$ cat src/rtl/core/cds420_pkg.sv
// ----------------------------------------------------------------------------
// cds420_pkg
// Shared types and constants of the 4:2:0 chroma downsampler.
// ----------------------------------------------------------------------------
`default_nettype none

package cds420_pkg;

    localparam int DEFAULT_MAX_WIDTH_PAIRS  = 1024;
    localparam int DEFAULT_MAX_HEIGHT_PAIRS = 4096;

    localparam int PIX_W      = 8;
    localparam int PAIR_SUM_W = PIX_W + 1;
    localparam int LINE_W     = 2 * PAIR_SUM_W;
    localparam int TDATA_W    = 3 * PIX_W;

    localparam int WIDTH_REG_W  = 11;
    localparam int HEIGHT_REG_W = 13;
    localparam int SIZE_CMP_W   = 14;

    localparam int CFG_IDX_W  = 2;
    localparam int CFG_DATA_W = 13;

    localparam logic [CFG_IDX_W-1:0] REG_WIDTH_PAIRS  = 2'd0;
    localparam logic [CFG_IDX_W-1:0] REG_HEIGHT_PAIRS = 2'd1;

    localparam logic [WIDTH_REG_W-1:0]  WIDTH_RESET  = 11'd320;
    localparam logic [HEIGHT_REG_W-1:0] HEIGHT_RESET = 13'd240;

    // Position status handed from the position control to the datapath.
    typedef struct packed {
        logic col_odd;
        logic row_odd;
        logic col_end;
        logic row_end;
    } cds_pos_t;

endpackage

`default_nettype wire

$ cat src/rtl/core/cds420_ctrl.sv
// ----------------------------------------------------------------------------
// cds420_ctrl
// Size registers and raster position tracking (column pair, row pair, phases).
// ----------------------------------------------------------------------------
`default_nettype none

module cds420_ctrl #(
    parameter int MAX_WIDTH_PAIRS  = cds420_pkg::DEFAULT_MAX_WIDTH_PAIRS,
    parameter int MAX_HEIGHT_PAIRS = cds420_pkg::DEFAULT_MAX_HEIGHT_PAIRS,
    parameter int COL_W            = 10
) (
    input  wire logic                                 clk,
    input  wire logic                                 rst_n,
    input  wire logic                                 cfg_valid,
    input  wire logic [cds420_pkg::CFG_IDX_W-1:0]     cfg_index,
    input  wire logic [cds420_pkg::CFG_DATA_W-1:0]    cfg_data,
    input  wire logic                                 advance,
    output cds420_pkg::cds_pos_t                      pos,
    output logic      [COL_W-1:0]                     col_addr
);

    import cds420_pkg::*;

    localparam int ROW_W = (MAX_HEIGHT_PAIRS > 1) ? $clog2(MAX_HEIGHT_PAIRS) : 1;
    localparam logic [SIZE_CMP_W-1:0] MAX_W_CMP = SIZE_CMP_W'(MAX_WIDTH_PAIRS);
    localparam logic [SIZE_CMP_W-1:0] MAX_H_CMP = SIZE_CMP_W'(MAX_HEIGHT_PAIRS);

    logic [WIDTH_REG_W-1:0]  width_reg;
    logic [HEIGHT_REG_W-1:0] height_reg;
    logic [COL_W-1:0]        col_reg,     col_next;
    logic [ROW_W-1:0]        row_reg,     row_next;
    logic                    col_odd_reg, col_odd_next;
    logic                    row_odd_reg, row_odd_next;
    logic [SIZE_CMP_W-1:0]   w_eff;
    logic [SIZE_CMP_W-1:0]   h_eff;
    logic                    col_end;
    logic                    row_end;

    always_ff @(posedge clk or negedge rst_n)
    begin
        if (!rst_n)
        begin
            width_reg  <= WIDTH_RESET;
            height_reg <= HEIGHT_RESET;
        end
        else if (cfg_valid)
        begin
            case (cfg_index)
                REG_WIDTH_PAIRS:  width_reg  <= cfg_data[WIDTH_REG_W-1:0];
                REG_HEIGHT_PAIRS: height_reg <= cfg_data[HEIGHT_REG_W-1:0];
                default:          ;
            endcase
        end
    end

    // A size of zero counts as one, a size above the maximum as the maximum.
    always_comb
    begin
        w_eff = SIZE_CMP_W'(width_reg);
        if (w_eff == '0)
        begin
            w_eff = SIZE_CMP_W'(1);
        end
        else if (w_eff > MAX_W_CMP)
        begin
            w_eff = MAX_W_CMP;
        end

        h_eff = SIZE_CMP_W'(height_reg);
        if (h_eff == '0)
        begin
            h_eff = SIZE_CMP_W'(1);
        end
        else if (h_eff > MAX_H_CMP)
        begin
            h_eff = MAX_H_CMP;
        end
    end

    assign col_end = (SIZE_CMP_W'(col_reg) + SIZE_CMP_W'(1)) >= w_eff;
    assign row_end = (SIZE_CMP_W'(row_reg) + SIZE_CMP_W'(1)) >= h_eff;

    always_comb
    begin
        col_next     = col_reg;
        row_next     = row_reg;
        col_odd_next = col_odd_reg;
        row_odd_next = row_odd_reg;
        if (advance)
        begin
            col_odd_next = !col_odd_reg;
            if (col_odd_reg)
            begin
                if (col_end)
                begin
                    col_next     = '0;
                    row_odd_next = !row_odd_reg;
                    if (row_odd_reg)
                    begin
                        row_next = row_end ? '0 : row_reg + ROW_W'(1);
                    end
                end
                else
                begin
                    col_next = col_reg + COL_W'(1);
                end
            end
        end
    end

    always_ff @(posedge clk or negedge rst_n)
    begin
        if (!rst_n)
        begin
            col_reg     <= '0;
            row_reg     <= '0;
            col_odd_reg <= 1'b0;
            row_odd_reg <= 1'b0;
        end
        else
        begin
            col_reg     <= col_next;
            row_reg     <= row_next;
            col_odd_reg <= col_odd_next;
            row_odd_reg <= row_odd_next;
        end
    end

    assign pos.col_odd = col_odd_reg;
    assign pos.row_odd = row_odd_reg;
    assign pos.col_end = col_end;
    assign pos.row_end = row_end;
    assign col_addr    = col_reg;

endmodule

`default_nettype wire

$ cat config.mk
export PLATFORM = sky130hd
export DESIGN_NAME = cds420_ctrl
export DESIGN_NICKNAME = d
export VERILOG_FILES = /design/src/rtl/core/cds420_pkg.sv /design/src/rtl/core/cds420_ctrl.sv
export SDC_FILE = /design/constraint.sdc
export NUM_CORES = 1
export LEC_CHECK = 0
export BUFFER_PORTS_ARGS = -buffer_cell sky130_fd_sc_hd__buf_2
export CAP_MARGIN = 15
export CORE_UTILIZATION = 50
export CTS_CLUSTER_SIZE = 16
export DETAILED_ROUTE_END_ITERATION = 6
export PLACE_DENSITY_LB_ADDON = 0.05
export SYNTH_ARGS = -nofsm -noshare
export SYNTH_HDL_FRONTEND = slang
export SYNTH_SLANG_ARGS = --single-unit
$ cat constraint.sdc
create_clock -name clk -period 8.9 [get_ports clk]
set_clock_uncertainty 0.2 [all_clocks]
set_input_delay 1.335 -clock clk [delete_from_list [all_inputs] [get_ports clk]]
set_output_delay 1.335 -clock clk [all_outputs]
set_load 0.05 [all_outputs]
==> impl_metrics.toml <==
[run_status]
status = "finished, final reports clean"

[clock_network]
cts_setup_buffers = 0
clock_path_buffers = 2
clk_pin_slew_ns = 0.09
ctsHtreeMaxLevel = 2
cts_root_buf = "clkbuf_8"
cts_tree = "built"
post_cts_resize_count = 0
cts_buffers = 5
clock_latency_ns = 0.30
ctsHoldBuffers = 0
clock_sinks = 48

[synthesis]
synth_edf_count = 0
syn_inst = 286
synth_nets = 331
yosys_most_used_dff = "dfrtp_1"
synth_cell_type_count = 43
netlist_area_um2 = 2920
synth_warnings = 0
yosysSeqAreaShare = 0.413
syn_area_per_cell_um2 = 10.2
synth-async-reset-ratio = 1.00
ys_ff_latch = 48

[grt]
grt-ovfl-total = 0
grt_pass1_wl_um = 9450
grt_max_degree = 49
grt_pass1_vias = 2004
antenna_found_initial = 0
grt_usage = 0.195

[setup_path]
crit_arrival_ns = 3.17
cp-end-kind = "output port"
crit_fanout = 9
crit_type = "flip-flop to output port"
crit_required_ns = 7.36
cp-start-kind = "flip-flop"

[power]
combPwrFrac = 0.333
power.switching_uw = 252
sw_frac_of_total = 0.372
clkPwrFrac = 0.237
power_leakage_nw = 1.65
power_density_nw_per_um2 = 210
vdd_ir_drop_max_mv = 0.130
internal_power_uw = 425
seqPwrFrac = 0.430

[cells_and_area]
finalNonFillerCells = 387
layout-drive-gt1-share = 0.270
fin_util = 0.579
antennaDiodeCount = 0
area_growth_pct = 10.4
fin_nets = 359
largest_reg_flops = 13

[placed_design]
place_hpwl_um = 4010
portBuffers = 32
placed_cells_incl_taps = 379
gp_congestion = 0.754

[route]
firstDrtPassIters = 4
vias_per_cell = 5.47
wl_per_cell_um = 14.2
ant_nets = 0
routed-via-count = 2116
first_iter_violations = 82
drt_wl_total_um = 5500
drc = 0

[timing]
clock.fmax_mhz = 212
finalSetupViolCount = 0
rsz0062_at_grt = "no"
min_period_ns = 4.71
setup-tns-final_ns = 0
maxSlewHeadroom = 0.550
finalMaxSlewViolations = 0
worst_pin_slew_ns = 0.675
hold_violations = 0
period_share = 0.529

[die]
die_h_um = 78.5
dieWidth_um = 78.5
ioPinCount = 33
dieArea_um2 = 6160
design.core.area_um2 = 5570
fp-row-count = 27
start_util = 0.525

[hold_path]
hold_path.class = "flip-flop to flip-flop"

[run]
drv_cap = 0
power by group through the flow:
stage                     Combinational, mW  Sequential [mW]  Clock [mW]
after global routing                  0.256            0.298       0.174
after global placement                0.223            0.295           0
final                                 0.225            0.291       0.161
after detailed placement              0.226            0.295           0
after floorplan                       0.156            0.315           0
after CTS                             0.228            0.291       0.166
logic make-up (layout without fill, tap and decap cells):
group / Yosys count / count (layout) / share of synthesized area
and+or+nand+nor: 103 / 103 / 0.171
DFF: 48 / 48 / 0.413
AOI/OAI and AO/OA: 46 / 46 / 0.119
adders and majority gates: 26 / 26 / 0.111
muxes: 24 / 24 / 0.0924
xor gates and xnor gates: 20 / 20 / 0.0599
buffers and inverters: 19 / 48 / 0.0334
layout by cell type, fill, tap and decap left out, types with 2 or more instances in the layout:
| master | count |
|---|---|
| dfstp_2 | 6 |
| a31o_2 | 7 |
| buf_4 | 3 |
| a22o_1 | 7 |
| dfrtp_1 | 42 |
| nand3_1 | 7 |
| nor2_1 | 15 |
| a21oi_1 | 8 |
| nor3_1 | 3 |
| a21o_1 | 3 |
| inv_1 | 5 |
| o21ai_0 | 4 |
| clkbuf_8 | 5 |
| xnor2_1 | 11 |
| nor2_2 | 2 |
| and3_1 | 11 |
| xor2_1 | 9 |
| buf_2 | 32 |
| nand4_1 | 2 |
| mux2_2 | 24 |
| o21bai_1 | 3 |
| a221oi_1 | 2 |
| nand2b_1 | 2 |
| a221o_1 | 4 |
| a31oi_1 | 2 |
| nand2_1 | 42 |
| nor4_1 | 4 |
| and2_1 | 8 |
| nor3b_1 | 2 |
| ha_1 | 26 |
Yosys cell counts, drive strengths merged (6+ instances only):
cell,n,area (µm²)
ha,26,325
a21oi,9,48.8
buf,9,60.1
o21ai,6,33.8
nand3,8,45.0
nor2,17,68.8
and3,11,68.8
nand2,42,158
a22o,7,61.3
mux2,24,270
a31o,7,61.3
xnor2,11,96.3
and2,8,50.1
dfstp,6,158
dfrtp,42,1050
xor2,9,78.8
cell type report:
class	instances	area, µm²
tap	72	90.1
sequential	48	1210
multi-input combinational	219	1620
inverter	5	18.8
timing repair buffer	35	183
fill	517	2340
clock inverter	3	42.5
clock buffer	5	68.8
worst max-delay path: stages, from the launching register on:
cell,delay (ns)
dfrtp_1,0.40
ha_1,0.23
nand3_1,0.21
nor2_2,0.21
nand3_1,0.20
or2_1,0.31
xnor2_1,0.13
ha_1,0.28
and3_1,0.15
a221oi_1,0.29
o21ai_2,0.20
buf_2,0.26
path summary, 6_finish.rpt:
| path | from | endpoint | slack (ns) | cells after the start |
|---|---|---|---|---|
| min | col_odd_reg$_DFFE_PN0P_ | col_odd_reg$_DFFE_PN0P_ | 0.31 | 1 |
| min reg2reg | col_odd_reg$_DFFE_PN0P_ | col_odd_reg$_DFFE_PN0P_ | 0.31 | 1 |
| min in group asynchronous | rst_n | row_reg[8]$_DFFE_PN0P_ | 0.92 | 2 |
| max in group asynchronous | rst_n | width_reg[10]$_DFFE_PN0P_ | 7.17 | 2 |
| max reg2reg | col_addr[0]$_DFFE_PN0P_ | row_reg[10]$_DFFE_PN0P_ | 5.26 | 12 |
| max | row_reg[0]$_DFFE_PN0P_ | pos[0] | 4.19 | 11 |
through the flow:
stage	total power [mW]	hold WS (ns)	cell area (µm²)	worst slack (ns)
after floorplan	0.472	0.269	2920	4.47
after global placement	0.518	0.286	3120	4.56
after detailed placement	0.521	0.298	3120	4.51
after CTS	0.685	0.313	3230	4.16
after global routing	0.728	0.349	3230	3.92
final	0.677	0.314	3230	4.19
layer usage:
layer | GRT usage | vias up | part of all wire
met3 | 0.0349 | 4 | 0.027
met5 | 0 | - | 0
met1 | 0.300 | 1007 | 0.54
met4 | 0.0444 | 0 | 0.0060
met2 | 0.282 | 34 | 0.42
li1 | - | 1071 | -
(Power assumes the default switching activity.)
